===== config.mk =====
export PLATFORM = sky130hd
export DESIGN_NAME = multi_reader_ring_buffer_top
export DESIGN_NICKNAME = d
export VERILOG_FILES = /design/src/rtl/mrrb_pkg.sv /design/src/rtl/mrrb_ram.sv /design/src/rtl/mrrb_ctrl.sv /design/src/rtl/mrrb_dp.sv /design/src/rtl/multi_reader_ring_buffer_top.sv
export SDC_FILE = /design/constraint.sdc
export NUM_CORES = 1
export LEC_CHECK = 0
export BUFFER_PORTS_ARGS = -buffer_cell sky130_fd_sc_hd__buf_2
export CAP_MARGIN = 20
export CORE_MARGIN = 2
export CORE_UTILIZATION = 55
export DETAILED_ROUTE_END_ITERATION = 10
export PLACE_DENSITY = 0.84
export SLEW_MARGIN = 20
export SYNTH_ARGS = -nofsm -noshare
export SYNTH_HDL_FRONTEND = slang
export SYNTH_SLANG_ARGS = --single-unit

===== constraint.sdc =====
create_clock -name clk -period 3.8 [get_ports clk]
set_input_delay 0.19 -clock clk [delete_from_list [all_inputs] [get_ports clk]]
set_output_delay 0.19 -clock clk [all_outputs]
set_load 0.02 [all_outputs]

===== src/rtl/mrrb_pkg.sv =====
// Shared constants, types and codes for the multi-reader ring buffer.
package mrrb_pkg;

  localparam int DEPTH   = 16;
  localparam int READERS = 4;
  localparam int DATA_W  = 32;

  localparam int WORD_W  = 32;
  localparam int SLOT_IW = 2;
  localparam int GIVEN_W = 2;
  localparam int STORE_W = (DATA_W < WORD_W) ? DATA_W : WORD_W;
  localparam int PTR_W   = $clog2(DEPTH);
  localparam int CNT_W   = $clog2(DEPTH + 1);
  localparam int SLOT_W  = (READERS > 1) ? $clog2(READERS) : 1;

  typedef enum logic [1:0] {
    OP_ATTACH = 2'd0,
    OP_DETACH = 2'd1,
    OP_PUSH   = 2'd2,
    OP_POP    = 2'd3
  } op_t;

  typedef enum logic {
    ST_IDLE = 1'b0,
    ST_EXEC = 1'b1
  } state_t;

  typedef struct packed {
    logic take;    // latch input item, launch store read
    logic commit;  // update state, load result register
  } cmd_t;

endpackage


===== src/rtl/mrrb_ram.sv =====
// Generic single-write, single-read RAM with registered read data.
module mrrb_ram #(
  parameter int WIDTH = 32,
  parameter int DEPTH = 16
) (
  input  logic                     clk,
  input  logic                     we,
  input  logic [$clog2(DEPTH)-1:0] waddr,
  input  logic [WIDTH-1:0]         wdata,
  input  logic                     re,
  input  logic [$clog2(DEPTH)-1:0] raddr,
  output logic [WIDTH-1:0]         rdata
);

  logic [WIDTH-1:0] mem [DEPTH];

  always_ff @(posedge clk) begin
    if (we) begin
      mem[waddr] <= wdata;
    end
    if (re) begin
      rdata <= mem[raddr];
    end
  end

endmodule


===== src/rtl/mrrb_ctrl.sv =====
// Controller: two-state sequencer and result-valid register.
module mrrb_ctrl (
  input  logic          clk,
  input  logic          rst,
  input  logic          in_valid,
  output logic          in_stall,
  output logic          out_valid,
  input  logic          out_stall,
  output mrrb_pkg::cmd_t cmd
);
  import mrrb_pkg::*;

  state_t state;
  state_t state_next;
  logic   out_valid_next;
  logic   out_free;

  always_ff @(posedge clk) begin
    if (rst) begin
      state     <= ST_IDLE;
      out_valid <= 1'b0;
    end else begin
      state     <= state_next;
      out_valid <= out_valid_next;
    end
  end

  assign out_free = !out_valid || !out_stall;

  always_comb begin
    state_next = state;
    cmd        = '0;
    in_stall   = 1'b1;
    unique case (state)
      ST_IDLE: begin
        in_stall = 1'b0;
        if (in_valid) begin
          cmd.take   = 1'b1;
          state_next = ST_EXEC;
        end
      end
      ST_EXEC: begin
        if (out_free) begin
          cmd.commit = 1'b1;
          state_next = ST_IDLE;
        end
      end
      default: state_next = ST_IDLE;
    endcase
  end

  always_comb begin
    if (cmd.commit) begin
      out_valid_next = 1'b1;
    end else if (out_valid && !out_stall) begin
      out_valid_next = 1'b0;
    end else begin
      out_valid_next = out_valid;
    end
  end

endmodule


===== src/rtl/mrrb_dp.sv =====
// Datapath: item latch, reader table, pointers, word store and result register.
module mrrb_dp (
  input  logic                           clk,
  input  logic                           rst,
  input  mrrb_pkg::cmd_t                 cmd,
  input  logic [1:0]                     op,
  input  logic [mrrb_pkg::SLOT_IW-1:0]   reader_slot,
  input  logic [mrrb_pkg::WORD_W-1:0]    push_word,
  output logic                           ok,
  output logic [mrrb_pkg::GIVEN_W-1:0]   given_slot,
  output logic [mrrb_pkg::WORD_W-1:0]    pop_word
);
  import mrrb_pkg::*;

  localparam int AW = PTR_W + 2;

  // latched item
  op_t                op_q;
  logic [SLOT_IW-1:0] slot_q;
  logic [STORE_W-1:0] word_q;

  // buffer state
  logic [PTR_W-1:0]   wp;
  logic [PTR_W-1:0]   wp_next;
  logic [CNT_W-1:0]   used;
  logic [CNT_W-1:0]   used_next;
  logic [READERS-1:0] active;
  logic [READERS-1:0] active_next;
  logic [CNT_W-1:0]   lag      [READERS];
  logic [CNT_W-1:0]   lag_next [READERS];

  // result
  logic               ok_next;
  logic [GIVEN_W-1:0] given_next;
  logic [WORD_W-1:0]  pop_next;

  // store access
  logic [SLOT_W-1:0]  in_idx;
  logic [AW-1:0]      rd_sum;
  logic [PTR_W-1:0]   rd_addr;
  logic [STORE_W-1:0] rd_data;
  logic               store_we;

  // execute-phase decode
  logic [SLOT_W-1:0]  slot_idx;
  logic               slot_ok;
  logic [CNT_W-1:0]   lag_sel;
  logic               leads;
  logic               free_found;
  logic [SLOT_W-1:0]  free_idx;
  logic               push_ok;
  logic               pop_ok;

  // read address for a pop: wp - lag, modulo DEPTH
  assign in_idx  = SLOT_W'(reader_slot);
  assign rd_sum  = AW'(wp) + AW'(DEPTH) - AW'(lag[in_idx]);
  assign rd_addr = (rd_sum >= AW'(DEPTH)) ? PTR_W'(rd_sum - AW'(DEPTH)) : PTR_W'(rd_sum);

  assign store_we = cmd.commit && (op_q == OP_PUSH) && push_ok;

  mrrb_ram #(
    .WIDTH (STORE_W),
    .DEPTH (DEPTH)
  ) u_store (
    .clk   (clk),
    .we    (store_we),
    .waddr (wp),
    .wdata (word_q),
    .re    (cmd.take),
    .raddr (rd_addr),
    .rdata (rd_data)
  );

  always_ff @(posedge clk) begin
    if (cmd.take) begin
      op_q   <= op_t'(op);
      slot_q <= reader_slot;
      word_q <= push_word[STORE_W-1:0];
    end
    if (cmd.commit) begin
      ok         <= ok_next;
      given_slot <= given_next;
      pop_word   <= pop_next;
    end
  end

  always_ff @(posedge clk) begin
    if (rst) begin
      wp     <= '0;
      used   <= '0;
      active <= '0;
      for (int r = 0; r < READERS; r++) begin
        lag[r] <= '0;
      end
    end else if (cmd.commit) begin
      wp     <= wp_next;
      used   <= used_next;
      active <= active_next;
      for (int r = 0; r < READERS; r++) begin
        lag[r] <= lag_next[r];
      end
    end
  end

  // slot checks, lowest free slot, strict-leader test
  always_comb begin
    slot_idx   = SLOT_W'(slot_q);
    slot_ok    = (32'(slot_q) < READERS) && active[slot_idx];
    lag_sel    = lag[slot_idx];
    free_found = 1'b0;
    free_idx   = '0;
    leads      = 1'b1;
    for (int r = READERS - 1; r >= 0; r--) begin
      if (!active[r]) begin
        free_found = 1'b1;
        free_idx   = SLOT_W'(r);
      end
    end
    for (int r = 0; r < READERS; r++) begin
      if (active[r] && (SLOT_W'(r) != slot_idx) && (lag[r] >= lag_sel)) begin
        leads = 1'b0;
      end
    end
    push_ok = (used < CNT_W'(DEPTH));
    pop_ok  = slot_ok && (lag_sel != '0) && (used != '0);
  end

  always_comb begin
    wp_next     = wp;
    used_next   = used;
    active_next = active;
    for (int r = 0; r < READERS; r++) begin
      lag_next[r] = lag[r];
    end
    ok_next    = 1'b0;
    given_next = '0;
    pop_next   = '0;
    unique case (op_q)
      OP_ATTACH: begin
        if (free_found) begin
          active_next[free_idx] = 1'b1;
          lag_next[free_idx]    = '0;
          ok_next               = 1'b1;
          given_next            = GIVEN_W'(free_idx);
        end
      end
      OP_DETACH: begin
        if (slot_ok) begin
          active_next[slot_idx] = 1'b0;
          lag_next[slot_idx]    = '0;
          ok_next               = 1'b1;
        end
      end
      OP_PUSH: begin
        if (push_ok) begin
          wp_next   = (wp == PTR_W'(DEPTH - 1)) ? '0 : wp + 1'b1;
          used_next = used + 1'b1;
          for (int r = 0; r < READERS; r++) begin
            if (active[r] && (lag[r] < CNT_W'(DEPTH))) begin
              lag_next[r] = lag[r] + 1'b1;
            end
          end
          ok_next = 1'b1;
        end
      end
      OP_POP: begin
        if (pop_ok) begin
          pop_next = WORD_W'(rd_data);
          if (leads) begin
            used_next = used - 1'b1;
          end
          lag_next[slot_idx] = lag_sel - 1'b1;
          ok_next            = 1'b1;
        end
      end
      default: ok_next = 1'b0;
    endcase
  end

endmodule


===== src/rtl/multi_reader_ring_buffer_top.sv =====
// A result is presented once the EXEC state commits it to the result register (later if the output stalls).
// One item at a time, limited by the word store's registered read port: read in the accept cycle,
//   state update and result load in EXEC, where the request channel stalls until the commit.
// A new item is taken while the previous result still waits in the output register.
// Reset (rst, synchronous): clears write pointer, used count, reader table and valids;
//   the word store itself is not cleared.
module multi_reader_ring_buffer_top (
  input  logic                         clk,
  input  logic                         rst,
  // request channel
  input  logic                         in_valid,
  output logic                         in_stall,
  input  logic [1:0]                   op,
  input  logic [mrrb_pkg::SLOT_IW-1:0] reader_slot,
  input  logic [mrrb_pkg::WORD_W-1:0]  push_word,
  // result channel
  output logic                         out_valid,
  input  logic                         out_stall,
  output logic                         ok,
  output logic [mrrb_pkg::GIVEN_W-1:0] given_slot,
  output logic [mrrb_pkg::WORD_W-1:0]  pop_word
);
  import mrrb_pkg::*;

  cmd_t cmd;

  // Sequencer: IDLE takes a transfer, EXEC commits once the result register is free.
  mrrb_ctrl u_ctrl (
    .clk       (clk),
    .rst       (rst),
    .in_valid  (in_valid),
    .in_stall  (in_stall),
    .out_valid (out_valid),
    .out_stall (out_stall),
    .cmd       (cmd)
  );

  // Datapath: reader table, pointers, store RAM, and the result register.
  mrrb_dp u_dp (
    .clk         (clk),
    .rst         (rst),
    .cmd         (cmd),
    .op          (op),
    .reader_slot (reader_slot),
    .push_word   (push_word),
    .ok          (ok),
    .given_slot  (given_slot),
    .pop_word    (pop_word)
  );

endmodule

=== Word-level counts from Yosys, hierarchy flattened ===
Memory sizes are Yosys's and may differ from the RTL's. A register that Yosys moved wholly into a read port is not among the register bits.
Index checks and enable logic that the tools add are counted.
Widths: inputs -> output; s select.

* $mul: 0
* Magnitude comparators: 18
* Add/sub/neg operators: 11
* Reduce and logical (&&, ||, !) cells: 36
* Equality and inequality tests: 12
* Muxes and demuxes: 67
* Bitwise logic cells: 14
* Div/mod/pow operators: 0
* Shift-type cells: 0

{| class="wikitable"
|+ Operator list
! kind !! number
|-
| $mux 20 || 4
|-
| $pmux 20 s4 || 1
|-
| $mux 5 || 13
|-
| $and 20x20->20 || 2
|-
| $not 20->20 || 2
|-
| $mux 1 || 30
|-
| $add 5x1->5 const B || 5
|-
| $lt 5x5->1 const B || 5
|-
| $logic_and 1x1->1 || 21
|-
| $bwmux 20 || 1
|-
| $demux 5 s2 || 2
|-
| $ge 5x5->1 || 4
|-
| $mux 4 || 4
|-
| $mux 2 || 5
|-
| $ne 2x1->1 const B || 5
|-
| $pmux 5 s2 || 1
|-
| $reduce_bool 5->1 || 2
|-
| $sub 5x1->5 const B || 2
|-
| $pmux 4 s2 || 1
|-
| $reduce_bool 2->1 || 4
|-
| $add 4x5->6 const B || 1
|-
| $ge 3x3->1 const B || 2
|-
| $ge 6x5->1 const B || 1
|-
| $lt 2x3->1 const B || 2
|-
| other kinds (27) || 38
|}

* Latch bits: 0
* Word-level logic and storage cells: 171
* Bits in registers: 86
* Output and inout bits: 37
* Memories: 2
* Input port bits: 40
* Memory bits (read-only): 0
* Bits in writable memories: 532

{| class="wikitable"
|+ Memory list
! memory !! words !! width !! rd ports !! clocked after Yosys merged registers in !! write ports !! RTL line !! text
|-
| u_dp.u_store.mem || 16 || 32 || 1 || 1 || 1 || mrrb_ram.sv:15 || <nowiki>logic [WIDTH-1:0] mem [DEPTH];</nowiki>
|-
| u_dp.lag || 4 || 5 || 6 || 1 || 4 || mrrb_dp.sv:29 || <nowiki>logic [CNT_W-1:0] lag [READERS];</nowiki>
|}

=== Depth between registers and ports, before layout ===
Gate-level depths: netlist of the first run.

* Word-level depth: 14
* Gate-level depth with buffers: 11
* Depth with buffers taken out: 10

=== Hierarchy ===
From an unflattened synthesis of the first run, not the netlist that was laid out.

* Cell total of the unflattened synthesis: 1344
* Area, all modules: 26013.7 µm²

{| class="wikitable"
|+ By module, submodules not included
! module !! area an instance (µm²) !! instances !! seq. area each (µm²) !! cells an instance
|-
| mrrb_ram || 20155.6 || 1 || 16335.7 || 838
|-
| mrrb_dp || 5758.0 || 1 || 3032.9 || 496
|-
| mrrb_ctrl || 100.1 || 1 || 40.0 || 10
|}

=== Worst setup path before layout of the first run ===
OpenSTA, ideal clock, no wires.

* Path type: register to register
* Start point: reg u_ctrl.state
* End point: reg with a tool-made name
* Slack: -0.343 ns
* Data required time: 3.676 ns
* Clock period less this slack: 4.143 ns
* Path buffers: 0
* Cell stages (with the launch flop): 3
* Arrival time: 4.018 ns
* Library setup time: 0.124 ns
* Path through: dfxtp_1 > nor2b_1 > mux2_2

{| class="wikitable"
|+ RTL lines
! item !! RTL line !! text
|-
| start, declared || mrrb_ctrl.sv:13 || <nowiki>state_t state;</nowiki>
|-
| start signal, assigned || mrrb_ctrl.sv:23 || <nowiki>state <= state_next;</nowiki>
|}

==> results_dict.tcl, run 1 <==
set metrics [dict create \
    status "completed" \
    fin_area_um2 30500 \
    max-slew-margin-rel 0.389 \
    synthFlopType "edfxtp_1" \
    syn_to_final_growth_pct 16.7 \
    grt_max_degree 53 \
    cts_setup_buffers 0 \
    ant_nets 0 \
    routed-via-count 14304 \
    wire_per_inst_um 27.7 \
    cpPeakStageDelay_ns 0.87 \
    postPlaceCellArea_um2 28000 \
    gr-total-overflow 0 \
    arrival_ns 4.03 \
    start_util 0.559 \
    maxCapViolCount 0 \
    slowest_stage "fa_4" \
    synth_edf_count 635 \
    coreArea_um2 46800 \
    pin_count 77 \
    cp-start-kind "flip-flop" \
    min_period_ns 3.71 \
    tritoncts "built" \
    dp_hpwl_um 33000 \
    worst_pin_slew_ns 0.917 \
    hp-class "input pin to flip-flop" \
    wl_um 62000 \
    cp_num_buf_inv 1 \
    ys_seq_area_frac 0.742 \
    path_cells "mux4_2 > ha_4 > fa_4 > buf_12 > mux4_2 > and2_1 > a211oi_1 > a31oi_1" \
    grt_pass1_vias 14846 \
    syn-num-nets 1478 \
    gp_congestion 0.895 \
    synth-seq-cells 652 \
    required_ns 4.12 \
    ctsHtreeMaxLevel 3 \
    die_w_um 222 \
    track_usage 0.259 \
    synth_cell_type_count 56 \
    insertion_delay_ns 0.61 \
    setup_violations 0 \
    path_max_fanout 49 \
    drc_errors 0 \
    drv_slew 0 \
    post-route-period-util 0.976 \
    cts.clk_slew.worst_paths_ns 0.06 \
    nets 1657 \
    synth_area_um2 26100 \
    cp_top_family "adder cells" \
    peakVddDrop_mv 0.339 \
    finClkSkew_ns 0.0258 \
    firstDrtPassIters 6 \
    rows 79 \
    async_reset_ff_frac 0 \
    port_buffers 76 \
    layout-drive-gt1-share 0.255 \
    dieArea_um2 49300 \
    crit_path_end_kind "flip-flop" \
    synth_cells 1401 \
    clock_sinks 652 \
    via_per_inst 6.39 \
    grt_pass1_wl_um 93300 \
    antenna_cells 0 \
    drt_iter0_markers 1905 \
    power_density_nw_per_um2 547 \
    die_y_um 222 \
    p_leak_nw 10.1 \
    yosysWarnings 0 \
    path_class "flip-flop to flip-flop" \
    fmax_ghz 0.270 \
    avgSynthCellArea_um2 18.7 \
    timing.setup.tns_ns 0 \
    clockRootBuffer "clkbuf_16" \
    finalHoldViolCount 0 \
    antenna_found_initial 0 \
    crit_top_cell "mux4_2" \
    cts_buffers 67 \
    rsz0062_at_grt "false" \
    ctsLongestPathBuffers 3 \
]
==> final timing paths <==
kind                          from                      to  slack, ns  cells after the start
min reg2reg  u_dp.u_store.rdata[9]        u_dp.pop_word[9]       0.51                      1
min                   push_word[0]          u_dp.word_q[0]       0.29                      2
max reg2reg         u_dp.lag[2][0]  u_dp.u_store.rdata[21]       0.09                      8
max                 u_dp.lag[2][0]  u_dp.u_store.rdata[21]       0.09                      8
==> area by class of cell <==
cell class / count / area [um^2]
sequential: 652 / 19400
fill: 2956 / 16200
multi-input combinational: 651 / 6520
clock buffer: 83 / 1820
timing repair buffer: 185 / 1590
tap: 607 / 759
clock inverter: 39 / 329
inverter: 23 / 86.3
==> cells in the final DEF, fill, tap and decap left out, drive strengths merged, types with 35 or more instances in the layout <==
cell | Yosys | routed
nor2 | 64 | 64
buf | 31 | 145
mux4 | 138 | 138
clkbuf | 44 | 83
ha | 35 | 35
edfxtp | 635 | 635
nand2 | 88 | 88
dlygate4sd3 | 0 | 40
a21oi | 35 | 35
a31oi | 42 | 42
and2 | 67 | 67
a211oi | 41 | 41
==> registers in the layout (all words and copies together) (netlist names), 4 cells and up, named ones only <==
name                flops
u_dp.wp                 4
u_dp.lag               20
u_dp.active             4
u_dp.u_store.mem      512
u_dp.word_q            32
u_dp.u_store.rdata     32
u_dp.used               5
u_dp.pop_word          32
==> layer usage <==
| layer | vias to the layer above | GRT usage | share of wire |
|---|---|---|---|
| li1 | 5997 | - | - |
| met2 | 879 | 0.426 | 0.51 |
| met1 | 7248 | 0.335 | 0.37 |
| met5 | - | 0 | 0 |
| met4 | 0 | 0.142 | 0.051 |
| met3 | 180 | 0.0399 | 0.078 |
==> stage by stage <==
step                      hold slack (ns)  instances  utilization  total power, mW  worst slack [ns]
after detailed placement            0.368       2078        0.598             10.3             0.269
after global placement              0.367       2078        0.598             10.3             0.337
after CTS                           0.261       2240        0.653             16.8             0.111
final                               0.288       2240        0.653             16.7            0.0919
after floorplan                     0.289       1401            -             9.69             0.493
after global routing                0.287       2240        0.653             17.2            0.0394
==> kinds of logic (layout without fill, tap and decap cells) <==
logic type / after synthesis / count (layout) / synth area share
AOI/OAI and AO/OA: 177 / 177 / 0.0445
xor gates and xnor gates: 15 / 15 / 0.00503
adders and majority gates: 37 / 37 / 0.0183
buffers and inverters: 98 / 330 / 0.0155
DFF: 652 / 652 / 0.742
muxes: 145 / 145 / 0.122
and+or+nand+nor: 277 / 277 / 0.0521
==> Yosys cell counts (all sizes together) (17+ instances only) <==
| master | number | area (um^2) |
|---|---|---|
| a31oi | 42 | 263 |
| clkbuf | 44 | 168 |
| dfxtp | 17 | 340 |
| nor2 | 64 | 240 |
| inv | 21 | 78.8 |
| and2 | 67 | 422 |
| a211oi | 41 | 313 |
| buf | 31 | 151 |
| o21ai | 26 | 130 |
| nand2 | 88 | 330 |
| ha | 35 | 438 |
| mux4 | 138 | 3120 |
| edfxtp | 635 | 19100 |
| a21oi | 35 | 186 |
==> power breakdown <==
part / internal [mW] / switching, mW / total, mW
clock: 3.70 / 2.73 / 6.44
combinational: 0.879 / 1.10 / 1.97
sequential: 8.12 / 0.169 / 8.29
total: 12.7 / 4.00 / 16.7
==> what timing repair did <==
item | 4_1_cts | 5_1_grt
gates resized for setup | 0 | 0
endpoints found under the hold margin | 45 | 0
hold buffers | 40 | 0
==> worst reg2reg max path, delay by kind of cell (launching register included) <==
kind,cells,cell delay (ns)
compound gates,2,0.42
simple gates,1,0.18
fa+ha+maj,2,1.07
mux,2,0.96
buf+inv,1,0.32
flops,1,0.51
No activity file was read; power rests on OpenSTA's default activity.
==> run 2, diff against run 1 <==
--- a/config.mk
+++ b/config.mk
@@ -8,9 +8,9 @@
 export BUFFER_PORTS_ARGS = -buffer_cell sky130_fd_sc_hd__buf_2
 export CAP_MARGIN = 20
 export CORE_MARGIN = 2
-export CORE_UTILIZATION = 55
+export CORE_UTILIZATION = 25
 export DETAILED_ROUTE_END_ITERATION = 10
-export PLACE_DENSITY = 0.84
+export PLACE_DENSITY = 0.48
 export SLEW_MARGIN = 20
 export SYNTH_ARGS = -nofsm -noshare
 export SYNTH_HDL_FRONTEND = slang
==> constraint.sdc (replaced) <==
create_clock -name clk -period 3.9 [get_ports clk]
set_input_delay 0.195 -clock clk [delete_from_list [all_inputs] [get_ports clk]]
set_output_delay 0.195 -clock clk [all_outputs]
set_load 0.02 [all_outputs]
==> run 2 against run 1 <==
  * Highest routed layer unchanged
  * Critical path type unchanged
  * Wire length increased by 6.6%
  * Cell area grew 4.6%
  * Combinational power barely moved
  * Worst setup slack improved by 0.29 ns
  * Cell count rose by 35%
  * Via count down 4.9%
  * Clock power up 10%
  * Sequential power down 2.5%
==> results_dict.tcl, run 2 (same netlist as run 1, synthesis figures left out) <==
set metrics [dict create \
    via_per_inst 4.49 \
    min_period_ns 3.52 \
    nets 1665 \
    setup_violations 0 \
    layout_commonest_cell "edfxtp_1" \
    largest_register_ff_count 512 \
    rrSetupSlack_ns 0.38 \
    dp_hpwl_um 37700 \
    slowest_stage "fa_4" \
    dpl.cell_count 2855 \
    max-slew-margin-rel 0.394 \
    path_cells "mux4_2 > ha_4 > fa_4 > buf_12 > buf_12 > mux4_2 > and2_1 > a211oi_1 > a31oi_1" \
    dieArea_um2 107000 \
    cp_num_buf_inv 2 \
    finClkSkew_ns 0.0257 \
    final_util 0.308 \
    arrival_ns 3.86 \
    drv_slew 0 \
    clockRootBuffer "clkbuf_16" \
    crit_path_end_kind "flip-flop" \
    hp-class "input pin to flip-flop" \
    grt_pass1_vias 14362 \
    p_seq_frac 0.472 \
    cp_top_family "adder cells" \
    status "completed" \
    insertion_delay_ns 0.62 \
    cp-start-kind "flip-flop" \
    timing.setup.tns_ns 0 \
    tritoncts "built" \
    post-route-period-util 0.902 \
    clock_sinks 652 \
    worst_pin_slew_ns 0.909 \
    drt_iter0_markers 1002 \
    grt_max_degree 51 \
    fill_cells 10128 \
    netSwitchingPower_mw 4.05 \
    cpPeakStageDelay_ns 0.87 \
    die_y_um 327 \
    p_clk_frac 0.414 \
    wl_um 66100 \
    ant_nets 0 \
    p_leak_nw 10.3 \
    path_max_fanout 29 \
    grt_pass1_wl_um 98400 \
    ctsHtreeMaxLevel 3 \
    swShare 0.237 \
    ctsLongestPathBuffers 3 \
    cts_resized 0 \
    drc_errors 0 \
    antenna_found_initial 3 \
    rows 118 \
    regArea_um2 19400 \
    required_ns 4.24 \
    combPwrFrac 0.113 \
    finalPower_mw 17.1 \
    finalHoldViolCount 0 \
    maxCapViolCount 0 \
    layout-drive-gt1-share 0.262 \
    wire_per_inst_um 21.8 \
    power_density_nw_per_um2 536 \
    peakVddDrop_mv 0.264 \
    cts_hold_buf 39 \
    fmax_ghz 0.284 \
    fin_cells 3027 \
    track_usage 0.124 \
    firstDrtPassIters 6 \
    die_w_um 327 \
    rsz0062_at_grt "false" \
    syn_to_final_growth_pct 22.1 \
    gp_congestion 0.797 \
    coreArea_um2 104000 \
    cts.clk_slew.worst_paths_ns 0.06 \
    routed-via-count 13599 \
    final_cell_mix "635 x edfxtp_1, 135 x mux4_2, 88 x nand2_1" \
    gr-total-overflow 0 \
    path_class "flip-flop to flip-flop" \
    intPower_mw 13.1 \
    largest_register "u_dp.u_store.mem" \
    cts_buffers 72 \
    start_util 0.252 \
    cts_setup_buffers 0 \
    multiInputGateArea_um2 6520 \
    port_buffers 76 \
    pin_count 77 \
]
[run 2: changes by cell type in the layout (fill, tap and decap cells not counted), moves of 3 or more]
cell / before / now
clkbuf_16: 70 / 75
buf_4: 46 / 43
bufinv_16: 4 / 11
buf_12: 23 / 30
clkbuf_1: 11 / 8
[run 2: cell type report]
type / instances / share of cell area
Antenna cell: 1 / 0.0000784
Clock buffer: 83 / 0.0597
Clock inverter: 49 / 0.0182
Inverter: 23 / 0.00270
Multi-Input combinational cell: 651 / 0.204
Sequential cell: 652 / 0.608
Tap cell: 1380 / 0.0541
Timing Repair Buffer: 188 / 0.0531
[run 2: metal layers]
layer	global-route usage	share of wire	up-vias	wire, um
met1	0.168	0.46	7195	30100
met3	0.0194	0.039	82	2600
met2	0.207	0.49	288	32100
met5	0	0	-	0
li1	-	-	6034	-
met4	0.0337	0.019	0	1230
[run 2: worst paths after layout]
path	start	cells after the start	end
setup reg to reg	u_dp.lag[0][0]	9	u_dp.u_store.rdata[14]
hold reg to reg	u_dp.u_store.rdata[1]	1	u_dp.pop_word[1]
hold / removal	push_word[0]	2	u_dp.word_q[0]
setup / recovery	u_dp.lag[0][0]	9	u_dp.u_store.rdata[14]
[run 2: power by group through the flow]
stage	sequential [mW]	combinational, mW	clock [mW]
6_report	8.08	1.94	7.09
5_1_grt	8.11	2.12	7.57
4_1_cts	8.09	1.99	7.31
3_5_place_dp	8.24	1.96	0
3_3_place_gp	8.23	1.95	0
2_1_floorplan	8.17	1.28	0
[run 2: stage by stage]
| stage | hold slack (ns) | area [um^2] | setup WS [ns] |
|---|---|---|---|
| after floorplan | 0.294 | 26200 | 0.593 |
| after global placement | 0.375 | 29000 | 0.398 |
| after detailed placement | 0.373 | 29000 | 0.357 |
| after CTS | 0.256 | 31900 | 0.357 |
| after global routing | 0.274 | 31900 | 0.244 |
| final | 0.284 | 31900 | 0.383 |
[run 2: worst register-to-register path: stages (launching register included)]
cell and delay, ns:
edfxtp_1 0.50, mux4_2 0.55, ha_4 0.20, fa_4 0.87
buf_12 0.15, buf_12 0.22, mux4_2 0.34, and2_1 0.17
a211oi_1 0.22, a31oi_1 0.06
==> run 3, diff against run 2 <==
--- a/config.mk
+++ b/config.mk
@@ -5,12 +5,12 @@
 export SDC_FILE = /design/constraint.sdc
 export NUM_CORES = 1
 export LEC_CHECK = 0
-export BUFFER_PORTS_ARGS = -buffer_cell sky130_fd_sc_hd__buf_2
 export CAP_MARGIN = 20
 export CORE_MARGIN = 2
-export CORE_UTILIZATION = 25
+export CORE_UTILIZATION = 46
 export DETAILED_ROUTE_END_ITERATION = 10
-export PLACE_DENSITY = 0.48
+export DONT_BUFFER_PORTS = 1
+export PLACE_DENSITY = 0.7
 export SLEW_MARGIN = 20
 export SYNTH_ARGS = -nofsm -noshare
 export SYNTH_HDL_FRONTEND = slang
==> run 3 against run 2 <==
  * Critical path depth is 1 lower
  * Combinational power down 9%
  * Global-route usage rose by 7.5 points
  * Clock-buffer cell count shrank 4
  * Via count fell by 0.90%
  * Die area fell by 45%
  * Power fell by 4.7%
  * Clock skew down 0.0036 ns
  * First-iteration DRC count up 39%
  * Worst setup slack worse by 0.053 ns
==> results_dict.tcl, run 3 (same netlist as run 1, synthesis figures left out) <==
set metrics [dict create \
    clock_sinks 652 \
    antenna_found_initial 1 \
    clockRootBuffer "clkbuf_16" \
    fin_cells 2309 \
    port_buffers 0 \
    rsz0062_at_grt "false" \
    path_max_fanout 21 \
    fmax_ghz 0.280 \
    die_y_um 242 \
    syn_to_final_growth_pct 15.8 \
    pin_count 77 \
    power_density_nw_per_um2 539 \
    largest_register "u_dp.u_store.mem" \
    crit_path_end_kind "flip-flop" \
    coreArea_um2 56300 \
    dpl.cell_count 2145 \
    drc_errors 0 \
    p_leak_nw 9.77 \
    maxCapViolCount 0 \
    nets 1575 \
    via_per_inst 5.84 \
    min_period_ns 3.57 \
    firstDrtPassIters 5 \
    insertion_delay_ns 0.61 \
    max-slew-margin-rel 0.423 \
    cts.clk_slew.worst_paths_ns 0.06 \
    hp-class "input pin to flip-flop" \
    peakVddDrop_mv 0.307 \
    grt_pass1_vias 13780 \
    routed-via-count 13476 \
    timing.setup.tns_ns 0 \
    post-route-period-util 0.915 \
    drv_slew 0 \
    final_cell_mix "635 x edfxtp_1, 135 x mux4_2, 88 x nand2_1" \
    holdPathEnd "u_dp.u_store.rdata[31]" \
    worst_pin_slew_ns 0.863 \
    wire_per_inst_um 25.1 \
    r2r_end "u_dp.u_store.rdata[8]" \
    rr_worst_depth 8 \
    required_ns 4.23 \
    reg2reg_from "u_dp.lag[0][0]" \
    ctsHtreeMaxLevel 3 \
    arrival_ns 3.90 \
    drt_iter0_markers 1389 \
    dp_hpwl_um 32000 \
    cp-start-kind "flip-flop" \
    gp_congestion 0.890 \
    grt_max_degree 65 \
    rows 87 \
    ctsLongestPathBuffers 3 \
    die_w_um 242 \
    track_usage 0.199 \
    ant_nets 0 \
    status "completed" \
    dieArea_um2 58800 \
    layout-drive-gt1-share 0.212 \
    layout_commonest_cell "edfxtp_1" \
    finClkSkew_ns 0.0221 \
    cts_setup_buffers 0 \
    wl_um 58000 \
    path_class "flip-flop to flip-flop" \
    cts_buffers 68 \
    grt_pass1_wl_um 87100 \
    min-delay-start "in_valid" \
    gr-total-overflow 0 \
    start_util 0.465 \
    hold_depth 1 \
    largest_register_ff_count 512 \
    rrSetupSlack_ns 0.33 \
    final_util 0.538 \
    finalHoldViolCount 0 \
    tritoncts "built" \
    setup_violations 0 \
]
run 3: stage by stage:
stage	worst slack [ns]	total power, mW	hold WS, ns	instance area, um^2
floorplan	0.593	9.44	0.294	26200
global placement	0.402	9.97	0.263	27700
detailed placement	0.333	10.0	0.267	27700
CTS	0.313	16.5	0.00696	30300
global route	0.191	16.9	0.0169	30300
finish	0.330	16.3	0.0268	30300
run 3: how the worst max path moves through the flow:
stage	to	slack, ns	startpoint
global route	u_dp.u_store.rdata[9]	0.19	u_dp.lag[2][0]
floorplan	u_dp.u_store.rdata[30]	0.59	u_dp.lag[3][0]
CTS	u_dp.u_store.rdata[8]	0.31	u_dp.lag[2][0]
detailed placement	u_dp.u_store.rdata[8]	0.33	u_dp.lag[2][0]
global placement	u_dp.u_store.rdata[6]	0.40	u_dp.lag[1][0]
finish	u_dp.u_store.rdata[8]	0.33	u_dp.lag[0][0]
run 3: timing repair:
item,4_1_cts,5_1_grt
hold buffers,39,0
resized for setup,0,0
endpoints found under the hold margin,63,0
run 3: layout make-up:
class	instances	area, um^2
fill	4258	26000
sequential	652	19400
multi-input combinational	651	6520
clock buffer	79	1790
timing repair buffer	102	1090
tap	756	946
clock inverter	45	427
inverter	23	86.3
antenna	1	2.50
run 3: critical path, stage by stage, from the launching register on:
cell and delay (ns):
edfxtp_1 0.50, mux4_2 0.54, ha_4 0.19, fa_4 0.89, buf_4 0.35, mux4_2 0.34
and2_1 0.17, a211oi_1 0.24, a31oi_1 0.07
run 3: per-layer routing:
| layer | track usage | wire length [um] | part of all wire |
|---|---|---|---|
| met1 | 0.271 | 23800 | 0.41 |
| met2 | 0.325 | 28200 | 0.49 |
| met3 | 0.0372 | 4500 | 0.078 |
| met4 | 0.0704 | 1440 | 0.025 |
| met5 | 0 | 0 | 0 |
run 3: power breakdown:
| group | internal [mW] | switching (mW) | total [mW] |
|---|---|---|---|
| combinational | 0.805 | 0.969 | 1.77 |
| clock | 3.76 | 2.66 | 6.42 |
| sequential | 7.91 | 0.201 | 8.11 |
| total | 12.5 | 3.83 | 16.3 |
